==> src/utf8sd_pkg.sv <==
// shared types and constants for the utf8 stream decoder
package utf8sd_pkg;

  localparam int CP_W     = 21;
  localparam int QDEPTH   = 2;
  localparam int QPTR_W   = $clog2(QDEPTH);
  localparam int QCNT_W   = $clog2(QDEPTH + 1);

  localparam logic [CP_W-1:0] REPLACEMENT = 21'h00FFFD;

  typedef struct packed {
    logic [1:0]      replays;
    logic            has_final;
    logic [CP_W-1:0] final_cp;
    logic            final_eot;
  } job_t;

endpackage

==> src/utf8_stream_decoder.sv <==
// top level of the utf8 stream decoder
//
//   channel  direction  handshake            payload
//   input    in         in_valid / in_stall  in_byte
//   output   out        out_valid / out_stall code_point, end_of_text, last
//
// one byte accepted per cycle while the job queue has room
// each byte yields zero to four result requests, one per cycle from the output register while out_stall is low
// a broken sequence replays one request per byte already taken, in one queue job; input stalls only on a full queue
// synchronous active-high reset clears sequence state, queue and output valid
// output stall holds the output register; the queue absorbs two more jobs before input stalls
module utf8_stream_decoder (
  input  logic        clk,
  input  logic        rst,
  input  logic        in_valid,
  output logic        in_stall,
  input  logic [7:0]  in_byte,
  output logic        out_valid,
  input  logic        out_stall,
  output logic [20:0] code_point,
  output logic        end_of_text,
  output logic        last
);

  utf8sd_pkg::job_t push_job;
  utf8sd_pkg::job_t head_job;
  logic             push;
  logic             pop;
  logic             q_full;
  logic             q_empty;

  utf8sd_front u_front (
    .clk      (clk),
    .rst      (rst),
    .in_valid (in_valid),
    .in_stall (in_stall),
    .in_byte  (in_byte),
    .q_full   (q_full),
    .push     (push),
    .push_job (push_job)
  );

  utf8sd_queue u_queue (
    .clk      (clk),
    .rst      (rst),
    .push     (push),
    .push_job (push_job),
    .full     (q_full),
    .pop      (pop),
    .empty    (q_empty),
    .head_job (head_job)
  );

  utf8sd_back u_back (
    .clk         (clk),
    .rst         (rst),
    .empty       (q_empty),
    .head_job    (head_job),
    .pop         (pop),
    .out_valid   (out_valid),
    .out_stall   (out_stall),
    .code_point  (code_point),
    .end_of_text (end_of_text),
    .last        (last)
  );

endmodule

==> src/utf8sd_front.sv <==
// front end: accepts text bytes, tracks the pending sequence, builds result jobs
module utf8sd_front (
  input  logic              clk,
  input  logic              rst,
  input  logic              in_valid,
  output logic              in_stall,
  input  logic [7:0]        in_byte,
  input  logic              q_full,
  output logic              push,
  output utf8sd_pkg::job_t  push_job
);

  logic [utf8sd_pkg::CP_W-1:0] partial_code, partial_code_next;
  logic [1:0]                  bytes_remaining, bytes_remaining_next;
  logic [1:0]                  bytes_taken, bytes_taken_next;
  logic                        accept;
  logic                        cont;

  assign in_stall = q_full;
  assign accept   = in_valid && !q_full;
  assign cont     = (in_byte[7:6] == 2'b10);

  always_comb begin
    partial_code_next    = partial_code;
    bytes_remaining_next = bytes_remaining;
    bytes_taken_next     = bytes_taken;
    push_job.replays     = 2'd0;
    push_job.has_final   = 1'b0;
    push_job.final_cp    = '0;
    push_job.final_eot   = 1'b0;
    if (bytes_remaining != 2'd0 && cont) begin
      partial_code_next    = {partial_code[utf8sd_pkg::CP_W-7:0], in_byte[5:0]};
      bytes_taken_next     = bytes_taken + 2'd1;
      bytes_remaining_next = bytes_remaining - 2'd1;
      if (bytes_remaining == 2'd1) begin
        push_job.has_final   = 1'b1;
        push_job.final_cp    = partial_code_next;
        partial_code_next    = '0;
        bytes_taken_next     = 2'd0;
      end
    end else begin
      if (bytes_remaining != 2'd0) begin
        push_job.replays = bytes_taken + 2'd1;
      end
      partial_code_next    = '0;
      bytes_remaining_next = 2'd0;
      bytes_taken_next     = 2'd0;
      if (in_byte == 8'h00) begin
        push_job.has_final = 1'b1;
        push_job.final_eot = 1'b1;
      end else if (in_byte[7] == 1'b0) begin
        push_job.has_final = 1'b1;
        push_job.final_cp  = {{(utf8sd_pkg::CP_W-8){1'b0}}, in_byte};
      end else if (in_byte[7:5] == 3'b110) begin
        partial_code_next    = {{(utf8sd_pkg::CP_W-5){1'b0}}, in_byte[4:0]};
        bytes_remaining_next = 2'd1;
      end else if (in_byte[7:4] == 4'b1110) begin
        partial_code_next    = {{(utf8sd_pkg::CP_W-4){1'b0}}, in_byte[3:0]};
        bytes_remaining_next = 2'd2;
      end else if (in_byte[7:3] == 5'b11110) begin
        partial_code_next    = {{(utf8sd_pkg::CP_W-3){1'b0}}, in_byte[2:0]};
        bytes_remaining_next = 2'd3;
      end else begin
        push_job.has_final = 1'b1;
        push_job.final_cp  = utf8sd_pkg::REPLACEMENT;
      end
    end
  end

  assign push = accept && (push_job.has_final || (push_job.replays != 2'd0));

  always_ff @(posedge clk) begin
    if (rst) begin
      partial_code    <= '0;
      bytes_remaining <= 2'd0;
      bytes_taken     <= 2'd0;
    end else if (accept) begin
      partial_code    <= partial_code_next;
      bytes_remaining <= bytes_remaining_next;
      bytes_taken     <= bytes_taken_next;
    end
  end

endmodule

==> src/utf8sd_queue.sv <==
// short job queue between front and back
module utf8sd_queue (
  input  logic              clk,
  input  logic              rst,
  input  logic              push,
  input  utf8sd_pkg::job_t  push_job,
  output logic              full,
  input  logic              pop,
  output logic              empty,
  output utf8sd_pkg::job_t  head_job
);

  utf8sd_pkg::job_t                 slots [utf8sd_pkg::QDEPTH];
  logic [utf8sd_pkg::QPTR_W-1:0]    wr_ptr;
  logic [utf8sd_pkg::QPTR_W-1:0]    rd_ptr;
  logic [utf8sd_pkg::QCNT_W-1:0]    count;

  assign full     = (count == utf8sd_pkg::QCNT_W'(utf8sd_pkg::QDEPTH));
  assign empty    = (count == '0);
  assign head_job = slots[rd_ptr];

  always_ff @(posedge clk) begin
    if (push) begin
      slots[wr_ptr] <= push_job;
    end
  end

  always_ff @(posedge clk) begin
    if (rst) begin
      wr_ptr <= '0;
      rd_ptr <= '0;
      count  <= '0;
    end else begin
      if (push) begin
        wr_ptr <= wr_ptr + 1'b1;
      end
      if (pop) begin
        rd_ptr <= rd_ptr + 1'b1;
      end
      if (push && !pop) begin
        count <= count + 1'b1;
      end else if (pop && !push) begin
        count <= count - 1'b1;
      end
    end
  end

endmodule

==> src/utf8sd_back.sv <==
// back end: expands queued jobs into result requests through an output register
module utf8sd_back (
  input  logic                        clk,
  input  logic                        rst,
  input  logic                        empty,
  input  utf8sd_pkg::job_t            head_job,
  output logic                        pop,
  output logic                        out_valid,
  input  logic                        out_stall,
  output logic [utf8sd_pkg::CP_W-1:0] code_point,
  output logic                        end_of_text,
  output logic                        last
);

  logic [1:0]                  emitted;
  logic                        load;
  logic                        gen_last;
  logic [utf8sd_pkg::CP_W-1:0] gen_cp;
  logic                        gen_eot;

  assign load = !empty && (!out_valid || !out_stall);

  always_comb begin
    if (emitted < head_job.replays) begin
      gen_cp   = utf8sd_pkg::REPLACEMENT;
      gen_eot  = 1'b0;
      gen_last = (emitted == head_job.replays - 2'd1) && !head_job.has_final;
    end else begin
      gen_cp   = head_job.final_cp;
      gen_eot  = head_job.final_eot;
      gen_last = 1'b1;
    end
  end

  assign pop = load && gen_last;

  always_ff @(posedge clk) begin
    if (rst) begin
      out_valid <= 1'b0;
      emitted   <= 2'd0;
    end else begin
      if (load) begin
        out_valid <= 1'b1;
        emitted   <= gen_last ? 2'd0 : emitted + 2'd1;
      end else if (!out_stall) begin
        out_valid <= 1'b0;
      end
    end
  end

  always_ff @(posedge clk) begin
    if (load) begin
      code_point  <= gen_cp;
      end_of_text <= gen_eot;
      last        <= gen_last;
    end
  end

endmodule
==> config.mk <==
export PLATFORM = sky130hd
export DESIGN_NAME = utf8_stream_decoder
export DESIGN_NICKNAME = d
export VERILOG_FILES = /design/src/utf8sd_pkg.sv /design/src/utf8_stream_decoder.sv /design/src/utf8sd_front.sv /design/src/utf8sd_queue.sv /design/src/utf8sd_back.sv
export SDC_FILE = /design/constraint.sdc
export NUM_CORES = 1
export LEC_CHECK = 0
export ABC_AREA = 1
export BUFFER_PORTS_ARGS = -buffer_cell sky130_fd_sc_hd__buf_2
export CAP_MARGIN = 10
export CORE_MARGIN = 3
export CORE_UTILIZATION = 40
export CTS_BUF_LIST = sky130_fd_sc_hd__clkbuf_16
export DETAILED_ROUTE_END_ITERATION = 7
export PLACE_DENSITY = 0.6
export RECOVER_POWER = 100
export SETUP_SLACK_MARGIN = 0.2
export SYNTH_ARGS = -nofsm -noshare
export SYNTH_HDL_FRONTEND = slang
export SYNTH_SLANG_ARGS = --single-unit
==> constraint.sdc <==
create_clock -name clk -period 3.8 [get_ports clk]
set_input_delay 0.57 -clock clk [delete_from_list [all_inputs] [get_ports clk]]
set_output_delay 0.57 -clock clk [all_outputs]
set_load 0.02 [all_outputs]
==> reports/qor.csv <==
metric,value,unit
rsz0062_at_grt,false,
htreeDepth,3,
grt_use_total,14.5,%
antenna_found_initial,0,
vias_per_cell,4.82,
min_period,3.17,ns
wl_per_cell,13.5,um
dp_cells,561,
clkLatencyLatePin,0.34,ns
clk_pin_slew,0.07,ns
routed_wl,7780,um
max_freq,316,MHz
hold_viol,0,
period_share,83.4,%
synthCells,402,
drv_slew,48,
core,9860,um^2
nets,456,
worstPathMaxFanout,25,
grt_max_degree,30,
die_y,107,um
whs,0.467,ns
start_util,41.7,%
first_pass_iters,4,
cts.repair.resized,0,
layout_setup_ws,0.632,ns
yosysSeqAreaShare,66.5,%
clock-skew-final,0.00613,ns
slew_headroom,-20.0,%
worstPathArrival,3.39,ns
p_leak,1.79,nW
crit_family,flip-flops,
synth_nets,419,
avgSynthCellArea,10.2,um^2
hpwlAfterDp,5420,um
first_iter_violations,110,
path_buf_inv,1,
post_cts_buffers,0,
synth.cell_area,4110,um^2
path_cells,"inv_1, nand2_1, nand2_1, ha_1, a21oi_1, nand2_1, nand2_1, ha_1, a21oi_1, o21ai_0, o21ai_0, a21oi_1",
path_class,register to register,
required,4.02,ns
vias,2784,
grt_overflow,0,
clock-sinks,100,
hp-class,register to register,
slowest_stage,dfxtp_1,
cts_root_buffer,clkbuf_16,
ys_seq_elements,100,
tightest_slew,1.78,ns
n_antenna_cell,0,
min_from,u_front.partial_code[4]$_SDFFE_PP0P_,
ioPinCount,37,
cts_tree,built,
max_stage_delay,0.72,ns
routabilityCongestion,0.903,
io_buffers,36,
grt_pass1_wl,12900,um
status,"complete, but fails checks",
dieWidth,107,um
cts_made_buffers,9,
start_kind,register,
p_per_area,752,nW/um^2
drc,0,
synth.distinct_cells,30,
max-cap-violations,2,
violations,"capacitance limit, slew limit",
rows,36,
ys.warnings.count,0,
post-place-ws,0.884,ns
finalPower,3.51,mW
drive_gt1_share,7.43,%
synthToLayoutAreaGrowth,13.5,%
max-vdd-ir-drop,0.351,mV
dieArea,11500,um^2
end_kind,register,
drtAntennaViolNets,0,
grt_pass1_vias,2619,
cts_max_path_buffers,2,
setup_violations,0,
final_cells,577,
setup_tns,0,ns
ctsHoldBuffers,0,
worst_path_most_repeated_cell,nand2_1,
[where the power goes]
part	internal (mW)	switching, mW
logic	0.247	0.703
clock network	0.554	0.394
registers	1.51	0.101
total	2.31	1.20
[worst paths after layout]
path                                      endpoint  slack [ns]  cells past startpoint
min reg2reg  u_front.partial_code[10]$_SDFFE_PP0P_        0.47                      2
max reg2reg          u_queue.count[1]$_SDFFE_PP0P_        0.63                     12
max                  u_queue.count[1]$_SDFFE_PP0P_        0.63                     12
min          u_front.partial_code[10]$_SDFFE_PP0P_        0.47                      2
[flip-flops by register name, indices dropped and copies added, names as in the netlist, named ones only]
signal	count
u_queue.slots	50
u_back.code_point	21
u_front.partial_code	15
u_back.emitted	2
u_front.bytes_remaining	2
u_front.bytes_taken	2
u_queue.count	2
u_back.end_of_text	1
u_back.last	1
u_back.out_valid	1
u_queue.rd_ptr	1
u_queue.wr_ptr	1
[cell families after synthesis]
group / share of synthesized area, %
AOI/OAI and AO/OA: 7.79
and+or+nand+nor: 18.6
DFF: 66.5
buffers and inverters: 5.39
xor gates and xnor gates: 0.213
adders and majority gates: 1.52
[final cells by class]
class	instances	area [um^2]
clock inverters	6	66.3
repair buffers	40	171
inverters	41	155
clock buffers	10	250
flip-flops and latches	100	2730
fillers	951	5200
well taps	133	166
multi-input cells	247	1120
[per-stage QoR]
| stage | instance area, um^2 | util, % |
|---|---|---|
| 2_1_floorplan | 4110 | - |
| 3_3_place_gp | 4430 | 44.9 |
| 3_5_place_dp | 4430 | 44.9 |
| 4_1_cts | 4750 | 48.1 |
| 5_1_grt | 4660 | 47.3 |
| 6_report | 4660 | 47.3 |
[cell usage after synthesis]
master / number / area share, %
nand2_1: 128 / 12
edfxtp_1: 73 / 53
inv_1: 38 / 3.5
dfxtp_1: 27 / 13
a21oi_1: 26 / 3.2
nand3_1: 24 / 2.9
nor2_1: 21 / 1.9
o21ai_0: 20 / 2.4
clkbuf_1: 11 / 1.0
ha_1: 5 / 1.5
nand2_4: 3 / 0.82
o22ai_1: 3 / 0.46
buf_2: 2 / 0.24
inv_2: 2 / 0.18
nor2_4: 2 / 0.55
nor4_1: 2 / 0.30
o21ai_2: 2 / 0.43
a211oi_1: 1 / 0.18
a21o_1: 1 / 0.18
a21oi_2: 1 / 0.21
a31oi_1: 1 / 0.15
and2_1: 1 / 0.15
buf_6: 1 / 0.27
inv_6: 1 / 0.21
nand4_1: 1 / 0.15
nor3_1: 1 / 0.12
o2111ai_1: 1 / 0.21
o211ai_1: 1 / 0.18
o21a_1: 1 / 0.18
xor2_1: 1 / 0.21
[layer usage]
metal,track usage (%),vias up,wire length (um)
met5,0,-,0
met4,5.14,0,104
met3,3.24,9,305
met2,23.0,67,3520
met1,19.7,1294,3840
li1,-,1414,-
[placed cells by master (no fill, tap or decap), types with 10 or more instances in the layout]
master / n
nand2_1: 131
edfxtp_1: 73
inv_1: 40
a21oi_1: 27
dfxtp_1: 27
clkbuf_1: 27
nand3_1: 24
nor2_1: 21
o21ai_0: 21
clkbuf_16: 10
buf_2: 10
[worst min-delay path: stages, from the launching register on]
cell and delay (ns):
dfxtp_1 0.31, nand2_1 0.06, a21oi_1 0.05
Note: power is estimated with default switching activity, not from simulation.
